### src/pds_pkg.sv
`timescale 1ns / 1ps
// ----------------------------------------------------------------------------
// pds_pkg
// Shared widths, register indexes and word types of the position deadband
// smoother.
// ----------------------------------------------------------------------------
package pds_pkg;

  localparam int COORD_WIDTH = 24;
  localparam int DIFF_W      = COORD_WIDTH + 1;
  localparam int SQ_W        = 2 * COORD_WIDTH;
  localparam int DIST_W      = SQ_W + 2;
  localparam int THR_W       = 23;
  localparam int GAIN_W      = 17;
  localparam int GAIN_FRAC   = 16;
  localparam int PROD_W      = GAIN_W + 1 + DIFF_W;
  localparam int CMP_W       = (DIST_W > 2 * THR_W) ? DIST_W : 2 * THR_W;

  localparam int CFG_IDX_W   = 2;
  localparam int CFG_DATA_W  = 32;

  localparam logic [GAIN_W-1:0] GAIN_ONE = GAIN_W'(1) << GAIN_FRAC;

  typedef enum logic [CFG_IDX_W-1:0] {
    REG_DEADBAND = 2'd0,
    REG_GAIN     = 2'd1
  } cfg_reg_e;

  typedef logic signed [COORD_WIDTH-1:0] coord_t;

  typedef struct packed {
    logic signed [COORD_WIDTH-1:0] pos_x;
    logic signed [COORD_WIDTH-1:0] pos_y;
    logic signed [COORD_WIDTH-1:0] pos_z;
    logic                          sample_finite;
  } sample_t;

  typedef struct packed {
    logic signed [COORD_WIDTH-1:0] out_x;
    logic signed [COORD_WIDTH-1:0] out_y;
    logic signed [COORD_WIDTH-1:0] out_z;
    logic                          held;
  } result_t;

  typedef struct packed {
    logic   have_previous;
    coord_t previous_x;
    coord_t previous_y;
    coord_t previous_z;
  } state_t;

  typedef struct packed {
    logic [THR_W-1:0]  deadband_threshold;
    logic [GAIN_W-1:0] smoothing_gain;
  } cfg_t;

endpackage

### src/pds_cfg_if.sv
`timescale 1ns / 1ps
// ----------------------------------------------------------------------------
// pds_cfg_if
// Configuration write channel: register index and write data.
// ----------------------------------------------------------------------------
interface pds_cfg_if;
  logic                             valid;
  logic                             ready;
  logic [pds_pkg::CFG_IDX_W-1:0]    index;
  logic [pds_pkg::CFG_DATA_W-1:0]   data;

  modport source (output valid, output index, output data, input ready);
  modport sink (input valid, input index, input data, output ready);
endinterface

### src/pds_cfg_regs.sv
`timescale 1ns / 1ps
// ----------------------------------------------------------------------------
// pds_cfg_regs
// Deadband threshold and smoothing gain registers behind the write channel.
// ----------------------------------------------------------------------------
module pds_cfg_regs (
  input  logic           clk_i,
  input  logic           rst_ni,
  pds_cfg_if.sink        cfg_if,
  output pds_pkg::cfg_t  cfg_o
);

  logic [pds_pkg::THR_W-1:0]  thr_q, thr_d;
  logic [pds_pkg::GAIN_W-1:0] gain_q, gain_d;

  assign cfg_if.ready = 1'b1;

  always_comb begin
    thr_d  = thr_q;
    gain_d = gain_q;
    if (cfg_if.valid) begin
      unique case (cfg_if.index)
        pds_pkg::REG_DEADBAND: thr_d  = cfg_if.data[pds_pkg::THR_W-1:0];
        pds_pkg::REG_GAIN:     gain_d = cfg_if.data[pds_pkg::GAIN_W-1:0];
        default: ;
      endcase
    end
  end

  always_ff @(posedge clk_i or negedge rst_ni) begin
    if (!rst_ni) begin
      thr_q  <= '0;
      gain_q <= pds_pkg::GAIN_ONE;
    end else begin
      thr_q  <= thr_d;
      gain_q <= gain_d;
    end
  end

  assign cfg_o.deadband_threshold = thr_q;
  assign cfg_o.smoothing_gain     = gain_q;

endmodule

### src/flat_wrapper.sv
// flat-port wrapper written by rule: the top's interface ports become plain ports
module pds_cfg_regs_flat 
  (clk_i, rst_ni, cfg_o, cfg_if_valid, cfg_if_index, cfg_if_data, cfg_if_ready);
  pds_cfg_if cfg_if_i ();
  input  logic clk_i;
  input  logic rst_ni;
  output pds_pkg::cfg_t cfg_o;
  input wire logic [$bits(cfg_if_i.valid)-1:0] cfg_if_valid;
  input wire logic [$bits(cfg_if_i.index)-1:0] cfg_if_index;
  input wire logic [$bits(cfg_if_i.data)-1:0] cfg_if_data;
  output wire logic [$bits(cfg_if_i.ready)-1:0] cfg_if_ready;
  assign cfg_if_i.valid = cfg_if_valid;
  assign cfg_if_i.index = cfg_if_index;
  assign cfg_if_i.data = cfg_if_data;
  assign cfg_if_ready = cfg_if_i.ready;
  pds_cfg_regs u_core (.clk_i(clk_i), .rst_ni(rst_ni), .cfg_if(cfg_if_i), .cfg_o(cfg_o));
endmodule
### config.mk
export PLATFORM = sky130hd
export DESIGN_NAME = pds_cfg_regs_flat
export DESIGN_NICKNAME = d
export VERILOG_FILES = /design/src/pds_pkg.sv /design/src/pds_cfg_if.sv /design/src/pds_cfg_regs.sv /design/src/flat_wrapper.sv
export SDC_FILE = /design/constraint.sdc
export NUM_CORES = 1
export LEC_CHECK = 0
export CORE_ASPECT_RATIO = 0.6
export CORE_MARGIN = 2
export CORE_UTILIZATION = 35
export CTS_CLUSTER_SIZE = 12
export DETAILED_ROUTE_END_ITERATION = 8
export DONT_BUFFER_PORTS = 1
export PLACE_DENSITY_LB_ADDON = 0.15
export SYNTH_ARGS = -nofsm -noshare
export SYNTH_HDL_FRONTEND = slang
export SYNTH_SLANG_ARGS = --single-unit
### constraint.sdc
create_clock -name clk_i -period 0.8 [get_ports clk_i]
set_input_delay 0.16 -clock clk_i [delete_from_list [all_inputs] [get_ports clk_i]]
set_output_delay 0.16 -clock clk_i [all_outputs]
set_load 0.01 [all_outputs]
# Word level (Yosys, flattened, before mapping)
# Cells that the tools add are included.
# totals
ff_bits	40
inputBits	37
out_inout_bits	41
# op_classes
eq_ne	1
n_reduce_logical	3
# ops
op	count
2-bit AND reduction	2
2-bit by 1-bit equality test with 1-bit output, second input constant	1
2-bit zero test	1

# Longest topological paths before layout
# Gate-level depths: netlist of run 1.
# logic_depth
word_depth	2
ltp_mapped	3

# Worst setup path before layout of run 1
# No wires, ideal clock.
# synth_path
path_type	input to register
start	input port cfg_if_index[1]
end	register u_core.thr_q[12] (netlist name)
t_arrival_ns	0.947
t_required_ns	0.675
setup_slack_ns	-0.272
path_stages	3
n_path_buf	1
path_cell_list	nor3b_4 > buf_6 > mux2_2
# synth_via
elab_chain_len	2
# synth_lines
item	line	source
start: declaration	flat_wrapper.sv:9	input wire logic [$bits(cfg_if_i.index)-1:0] cfg_if_index;
2-bit zero test	pds_cfg_regs.sv:22	unique case (cfg_if.index)
2-bit AND reduction (no line)	-	
end signal: assignment	pds_cfg_regs.sv:35	thr_q <= thr_d;
end: declaration	pds_cfg_regs.sv:13	logic [pds_pkg::THR_W-1:0] thr_q, thr_d;
# Every way passes these cells.
# A chain may end at the register's enable or synchronous reset.

# Worst setup path after layout of run 1
# layout_path
start	register u_core.gain_q[16] (netlist name)
end	output port cfg_o[16] (netlist name)
# layout_lines
item	line	source
start: declaration	pds_cfg_regs.sv:14	logic [pds_pkg::GAIN_W-1:0] gain_q, gain_d;
start signal: assignment	pds_cfg_regs.sv:33	gain_q <= pds_pkg::GAIN_ONE;
start signal: assignment	pds_cfg_regs.sv:36	gain_q <= gain_d;
end: declaration	flat_wrapper.sv:7	output pds_pkg::cfg_t cfg_o;
# No word-level cell between the ends.

==> results of run 1 <==
final timing paths:
kind,startpoint,end,slack (ns),cells after the start
setup / recovery,u_core.gain_q[16],cfg_o[16],-0.20,0
hold / removal,rst_ni,u_core.thr_q[5],-0.43,0
setup reg to reg,u_core.thr_q[12],u_core.thr_q[12],-0.10,2
hold reg to reg,u_core.gain_q[6],u_core.gain_q[6],0.53,1
max in group asynchronous,rst_ni,u_core.gain_q[16],1.05,0
min in group clk_i,cfg_if_data[20],u_core.thr_q[20],0.03,1
per-layer routing:
layer  GRT usage  up-vias  share of wire
li1            -      398              -
met5           0        -              0
met3      0.0478        3          0.077
met4      0.0576        0         0.0057
met2       0.183       34           0.48
met1       0.165      447           0.44
sequential cells by signal, summed over array words and instances, names as in the netlist:
name	flops
u_core.gain_q	17
u_core.thr_q	23
layout make-up:
cell class / count / area, um2 / area share
multi-input cells: 43 / 508 / 0.235
clock buffers: 8 / 90.1 / 0.0418
flip-flops and latches: 40 / 1000 / 0.465
repair buffers: 43 / 482 / 0.223
well taps: 60 / 75.1 / 0.0348
logic make-up after synthesis:
logic type             Yosys count  synth area share
multiplexers                    40             0.293
flip-flops                      40             0.652
buffers and inverters            4            0.0269
AND/OR/NAND/NOR                  2            0.0252
other                            1           0.00244
where the power goes:
group          total [W]  switching, W  internal [W]  leakage [nW]
Clock            0.00131      0.000607      0.000702        0.0455
Sequential       0.00270      0.000277       0.00242         0.472
Combinational    0.00149      0.000456       0.00103         0.458
Total            0.00549       0.00134       0.00415         0.976
layout by cell type (no fill, tap or decap), drive strengths merged:
cell type and n:
buf 43, clkbuf 8, conb 1, dfrtp 39
dfstp 1, mux2 40, nand3b 1, nor3b 1
stage by stage:
| step | area (um2) | hold WS (ns) | setup slack [ns] |
|---|---|---|---|
| 2_1_floorplan | 1540 | -0.136 | -0.272 |
| 3_3_place_gp | 1880 | -0.135 | -0.251 |
| 3_5_place_dp | 1880 | -0.135 | -0.271 |
| 4_1_cts | 2130 | -0.446 | -0.215 |
| 5_1_grt | 2160 | -0.460 | -0.228 |
| 6_report | 2160 | -0.430 | -0.198 |
cells in the mapped netlist:
master,count,share of area
dfstp_2,1,0.017
dfrtp_1,39,0.64
mux2_2,39,0.29
nand3b_4,1,0.013
conb_1,1,0.0024
nor3b_4,1,0.012
buf_4,1,0.0049
buf_6,3,0.022
mux2_1,1,0.0073
repair_timing:
action / 4_1_cts / 5_1_grt
endpoints found under the setup margin: 40 / 45
endpoints found under the hold margin: 40 / 40
resized for setup: 39 / 4
setup buffers: 2 / 1
==> reports/qor.csv, run 1 <==
metric,value,unit
hold_path_class,in -> async,
die_w,89.5,um
whs,-0.430,ns
vias_per_cell,4.55,
path_max_fanout,2,
track_usage,0.126,
yosys_warnings,0,
portBuffers,0,
core_area,4170,um2
area_growth,40.4,%
nets,170,
clk_path_buf_depth,2,
powerDensity,2550,nW/um2
grt_first_pass_wirelength,4690,um
setup-tns-final,-6.47,ns
peakVddDrop,1.23,mV
die_area,4950,um2
p_leak,0.976,nW
post_drt_wl_per_cell,14.5,um
status,"complete, but fails checks",
syn_inst,87,
period_needed,0.998,ns
cts.clk_slew.worst_paths,0.07,ns
hold_viol_final,40,
violations,"hold timing, setup timing",
ys_ff_latch,40,
drive_gt1_frac,0.687,
setup_viol,43,
io_pins,78,
final_util,0.518,
dp_hpwl,1970,um
crit_path_start_kind,register,
syn_nets,124,
gp_congestion,0.681,
routed_wl,2820,um
ys_types,9,
cap_violations,0,
end_kind,primary output,
first_iter_violations,22,
row_count,18,
grt_start_max_net_pins,41,
drc,0,
power,0.00549,W
cp.arrival,0.84,ns
crit_type,reg -> out,
drv_slew,0,
start_util,0.369,
grt_overflow,0,
grt_setup_unrepaired,yes,
finClkSkew,0,ns
min_period_over_period,1.25,
setup_ws,-0.198,ns
drt_pre_antenna_iters,3,
cts_made_buffers,5,
syn_area,1540,um2
grt_pass1_vias,991,
synth.avg_cell_area,17.7,um2
antennaDiodeCount,0,
grt_antenna_before_repair,0,
vias,882,
ys_seq_area_frac,0.652,
cts.sinks,40,
cp_data_required_time,0.64,ns
cts_tree,done,
h-tree-depth,2,
fmax,1.00,GHz
instances_no_fill,194,
place_inst,183,
die_y,55.3,um
cts-root-buf,clkbuf_8,
clock_latency,0.28,ns
drtAntennaViolNets,0,
fillers,367,
No activity file was read; power rests on OpenSTA's default activity.
==> run 2, diff against run 1 <==
--- a/config.mk
+++ b/config.mk
@@ -11,6 +11,7 @@
 export CTS_CLUSTER_SIZE = 12
 export DETAILED_ROUTE_END_ITERATION = 8
 export DONT_BUFFER_PORTS = 1
+export HOLD_SLACK_MARGIN = 0.08
 export PLACE_DENSITY_LB_ADDON = 0.15
 export SYNTH_ARGS = -nofsm -noshare
 export SYNTH_HDL_FRONTEND = slang
==> run 2 against run 1 <==
- the run still ends with hold timing, setup timing left
- register-to-register slack about the same
- count of clock-buffer cells in the layout unchanged
- clock power about the same
- via count increased by 10%
- core utilization increased by 6.6 points
- clock skew unchanged
- sequential power about the same
==> reports/qor.csv, run 2 (same netlist as run 1, synthesis figures left out) <==
metric,value,unit,change
grt_overflow,0,,unchanged
die_w,89.5,um,unchanged
setup_viol,54,,+26%
cts.clk_slew.worst_paths,0.07,ns,about the same
start_util,0.369,,unchanged
violations,"hold timing, setup timing",,
clock_latency,0.28,ns,about the same
track_usage,0.135,,+0.00975
min_period_over_period,1.25,,about the same
pre_cts_ws,-0.271,ns,unchanged
period_needed,0.998,ns,-0.000412 ns
setup_ws,-0.198,ns,+0.000412 ns
r2r_slack,-0.11,ns,about the same
row_count,18,,unchanged
top_regs,"u_core.thr_q x23, u_core.gain_q x17",,
powerDensity,2330,nW/um2,-8.6%
io_pins,78,,unchanged
cts.sinks,40,,unchanged
grt_antenna_before_repair,0,,unchanged
routed_wl,3260,um,+16%
grt_start_max_net_pins,41,,unchanged
end_kind,primary output,,
p_leak,1.20,nW,+23%
r2r-end,u_core.thr_q[12],,
drtAntennaViolNets,0,,unchanged
crit_type,reg -> out,,
cap_violations,0,,unchanged
whs,-0.430,ns,+0.000289 ns
grt_setup_unrepaired,yes,,
hold_path_class,in -> async,,
gp_congestion,0.681,,unchanged
die_area,4950,um2,unchanged
clk_path_buf_depth,2,,unchanged
fillers,353,,-3.8%
drt_pre_antenna_iters,4,,+1
cts_tree,done,,
drc,0,,unchanged
finClkSkew,0,ns,unchanged
setup-tns-final,-6.71,ns,-0.248 ns
crit_path_start_kind,register,,
largest_register_ffs,23,,unchanged
core_area,4170,um2,unchanged
status,"complete, but fails checks",,
cp.arrival,0.84,ns,about the same
hold_viol_final,40,,unchanged
grt_pass1_vias,1102,,+11%
die_y,55.3,um,unchanged
reg2reg_depth,2,,unchanged
top_register,u_core.thr_q,,
portBuffers,0,,unchanged
r2r-start,u_core.thr_q[12],,
dp_hpwl,1970,um,unchanged
fmax,1.00,GHz,about the same
vias_per_cell,4.47,,-1.7%
nets,193,,+14%
grt_first_pass_wirelength,5040,um,+7.6%
first_iter_violations,17,,-23%
cts-root-buf,clkbuf_8,,
vias,970,,+10%
post_drt_wl_per_cell,15.0,um,+3.5%
h-tree-depth,2,,unchanged
path_max_fanout,2,,unchanged
cp_data_required_time,0.64,ns,about the same
cts_made_buffers,5,,unchanged
power,0.00566,W,+3.0%
area_growth,58.3,%,
drv_slew,0,,unchanged
layout_common_cells,"buf_6, dfrtp_1, mux2_2",,
antennaDiodeCount,0,,unchanged
peakVddDrop,1.27,mV,+2.9%
drive_gt1_frac,0.586,,-0.101
## run 2: timing repair
item / in CTS / in global routing
setup endpoints to repair: 40 / 62
hold buffers: 21 / 2
endpoints found under the hold margin: 80 / 43
gates resized for setup: 39 / 20
setup buffers: 2 / 1
## run 2: how the worst max path moves through the flow
| stage | start | to | cells after the start |
|---|---|---|---|
| floorplan | cfg_if_index[1] | u_core.thr_q[12] | 3 |
| global placement | cfg_if_index[1] | u_core.thr_q[14] | 3 |
| detailed placement | cfg_if_index[1] | u_core.thr_q[10] | 3 |
| CTS | u_core.gain_q[16] | cfg_o[16] | 0 |
| global route | u_core.gain_q[16] | cfg_o[16] | 0 |
| finish | u_core.gain_q[16] | cfg_o[16] | 0 |
## run 2: layer usage
layer | track usage | vias up | share of wire | routed length, um
li1 | - | 442 | - | -
met1 | 0.161 | 491 | 0.42 | 1360
met2 | 0.220 | 34 | 0.52 | 1700
met3 | 0.0478 | 3 | 0.056 | 183
met4 | 0.0576 | 0 | 0.0049 | 16
met5 | 0 | - | 0 | 0
## run 2: report_power, final
| group | switching [W] | internal [W] |
|---|---|---|
| logic | 0.000502 | 0.00114 |
| clock network | 0.000605 | 0.000702 |
| registers | 0.000291 | 0.00242 |
## run 2: final cells by class
class,count,area (um2),share of cell area
clock buffer,8,90.1,0.0370
timing repair buffer,66,742,0.305
tap,60,75.1,0.0309
multi-input combinational,43,523,0.215
sequential,40,1000,0.412
## run 2: through the flow
step | util | std cells | area (um2)
final | 0.584 | 217 | 2430
after global routing | 0.584 | 217 | 2430
after CTS | 0.563 | 214 | 2340
after detailed placement | 0.452 | 183 | 1880
after global placement | 0.452 | 183 | 1880
after floorplan | - | 87 | 1540
==> run 3, diff against run 2 <==
--- a/config.mk
+++ b/config.mk
@@ -5,6 +5,7 @@
 export SDC_FILE = /design/constraint.sdc
 export NUM_CORES = 1
 export LEC_CHECK = 0
+export ABC_AREA = 1
 export CORE_ASPECT_RATIO = 0.6
 export CORE_MARGIN = 2
 export CORE_UTILIZATION = 35
==> run 3 against run 2 <==
- area after synthesis rose by 7.9%
- count of clock-buffer cells in the layout did not move
- maximum frequency fell by 0.84%
- worst hold slack got worse by 0.0069 ns
- non-clock buffer count fell by 38
- power fell by 20%
- the flow still finishes with violations (hold timing, setup timing)
- critical path type unchanged
- global-route usage rose by 4.6 points
- flip-flop and latch count did not move
- highest routed layer unchanged
- clock power fell by 3%
==> reports/qor.csv, run 3 <==
metric,value,unit,change
status,"complete, but fails checks",,
violations,"hold timing, setup timing",,
peakVddDrop,1.03,mV,-18%
ys.flop_type,dfrtp_1,,
drc,0,,unchanged
fillers,454,,+29%
setup_ws,-0.206,ns,-0.00850 ns
vias,1299,,+34%
post_drt_wl_per_cell,16.7,um,+11%
grt_overflow,0,,unchanged
power,0.00451,W,-20%
grt_setup_unrepaired,yes,,
instances_no_fill,264,,+22%
first_iter_violations,56,,+39
post_cts_buffers,0,,-2
grt_antenna_before_repair,0,,unchanged
h-tree-depth,2,,unchanged
drt_pre_antenna_iters,5,,+1
min_period_over_period,1.26,,+0.0106
clk_path_buf_depth,2,,unchanged
layout_common_cells,"nand2_1, dfrtp_1, nand3_1, dlygate4sd3_1, nand4_1",,
ys_ff_latch,40,,unchanged
drtAntennaViolNets,0,,unchanged
cts.sinks,40,,unchanged
start_util,0.363,,-0.00556
top_regs,"u_core.thr_q x23, u_core.gain_q x17",,
gp_congestion,0.779,,+14%
syn_inst,179,,+110%
cts_hold_buffers,23,,+9.5%
hold_path_class,in -> async,,
nets,237,,+23%
p_leak,1.01,nW,-16%
routed_wl,4420,um,+35%
cts-root-buf,clkbuf_8,,
dp_hpwl,2960,um,+50%
period_needed,1.01,ns,+0.00850 ns
ys_seq_area_frac,0.605,,-0.0478
end_kind,primary output,,
final_util,0.435,,-0.149
area_growth,19.8,%,
finClkSkew,0,ns,unchanged
top_register,u_core.thr_q,,
path_depth,0,,unchanged
clock_latency,0.28,ns,about the same
die_w,92.9,um,+3.7%
cp_data_required_time,0.64,ns,about the same
cap_violations,0,,unchanged
syn_nets,216,,+74%
die_y,57.3,um,+3.6%
grt_start_max_net_pins,43,,+4.9%
whs,-0.437,ns,-0.00695 ns
setup_viol,40,,-26%
cts.clk_slew.worst_paths,0.07,ns,about the same
synth.largest_area_cell,dfrtp_1,,
antennaDiodeCount,0,,unchanged
vias_per_cell,4.92,,+10%
row_count,19,,+1
cts_made_buffers,5,,unchanged
synth_area_leaders,"dfrtp_1, nand2_1, nand3_1",,
synth_top_cells_by_count,"nand2_1, dfrtp_1, nand3_1, nand4_1, buf_2",,
drive_gt1_frac,0.0746,,-0.511
ys_types,13,,+4
io_pins,78,,unchanged
layout_commonest_cell,nand2_1,,
largest_register_ffs,23,,unchanged
hold_viol_final,40,,unchanged
synth.avg_cell_area,9.26,um2,-48%
yosys_warnings,0,,unchanged
track_usage,0.182,,+0.0461
crit_type,reg -> out,,
syn_area,1660,um2,+7.9%
synth_top_area_share,0.589,,-0.0465
place_inst,233,,+27%
core_area,4560,um2,+9.5%
path_max_fanout,2,,unchanged
drv_slew,0,,unchanged
powerDensity,2270,nW/um2,-2.3%
cts_resized,0,,-100%
synth_edf_count,0,,unchanged
crit_path_start_kind,register,,
reg2reg_depth,2,,unchanged
grt_pass1_vias,1353,,+23%
grt_first_pass_wirelength,7290,um,+45%
fmax,0.994,GHz,-0.84%
cp.arrival,0.85,ns,about the same
portBuffers,0,,unchanged
cts_tree,done,,
die_area,5320,um2,+7.4%
synth.most_common_cell,nand2_1,,
synthArstFlopShare,1.00,,unchanged
[run 3: cell count changes in the layout (fill, tap and decap cells not counted), moves of 2 or more]
cell            change
buf_6              -39
mux2_4              -8
nand4_1            +17
mux2_2             -32
nand3_1            +23
dlymetal6s4s_1     -12
nand2_1            +80
dlygate4sd3_1      +12
buf_4               +2
[run 3: kinds of logic (layout without fill, tap and decap cells)]
family / Yosys count / after routing / synth area share
flip-flops: 40 / 40 / 0.605
buffers and inverters: 15 / 37 / 0.0619
AND/OR/NAND/NOR: 123 / 123 / 0.331
other: 1 / 1 / 0.00226
[run 3: worst paths after layout]
check / end / slack [ns] / start
worst max-delay path: cfg_o[16] / -0.21 / u_core.gain_q[16]
worst min-delay path: u_core.thr_q[19] / -0.44 / rst_ni
worst max register to register: u_core.gain_q[16] / 0.06 / u_core.gain_q[16]
worst min register to register: u_core.gain_q[16] / 0.49 / u_core.gain_q[16]
max in group asynchronous: u_core.gain_q[16] / 1.05 / rst_ni
min in group clk_i: u_core.gain_q[16] / 0 / cfg_if_index[0]
[run 3: where the power goes]
part           total, W  internal (W)  switching, W
Combinational  0.000494      0.000230      0.000263
Sequential      0.00275       0.00235      0.000397
Clock           0.00127      0.000620      0.000651
[run 3: layout make-up]
type	instances	area, um2	share of cell area
inverter	1	3.75	0.00189
tap	63	78.8	0.0397
timing repair buffer	28	268	0.135
clock buffer	8	80.1	0.0403
multi-input combinational	124	553	0.279
sequential	40	1000	0.505
[run 3: layer usage]
layer  share of wire  routed length (um)  up-vias  track usage
met1            0.46                2020      615        0.253
met2            0.43                1910       55        0.258
li1                -                   -      624            -
met3            0.10                 442        5       0.0779
met5               0                   0        -            0
met4           0.012                  51        0       0.0567
[run 3: stage by stage]
stage / instance area (um2) / setup TNS (ns) / hold WS [ns] / worst slack (ns)
2_1_floorplan: 1670 / -1.02 / -0.136 / -0.0417
3_3_place_gp: 1680 / -0.304 / -0.135 / -0.0238
3_5_place_dp: 1680 / -0.350 / -0.135 / -0.0520
4_1_cts: 1990 / -3.24 / -0.451 / -0.216
5_1_grt: 1990 / -4.01 / -0.462 / -0.234
6_report: 1990 / -2.82 / -0.437 / -0.206
[run 3: repair_timing]
item,4_1_cts,5_1_grt
setup endpoints to repair,40,40
hold endpoints to repair,80,80
cloned,0,0
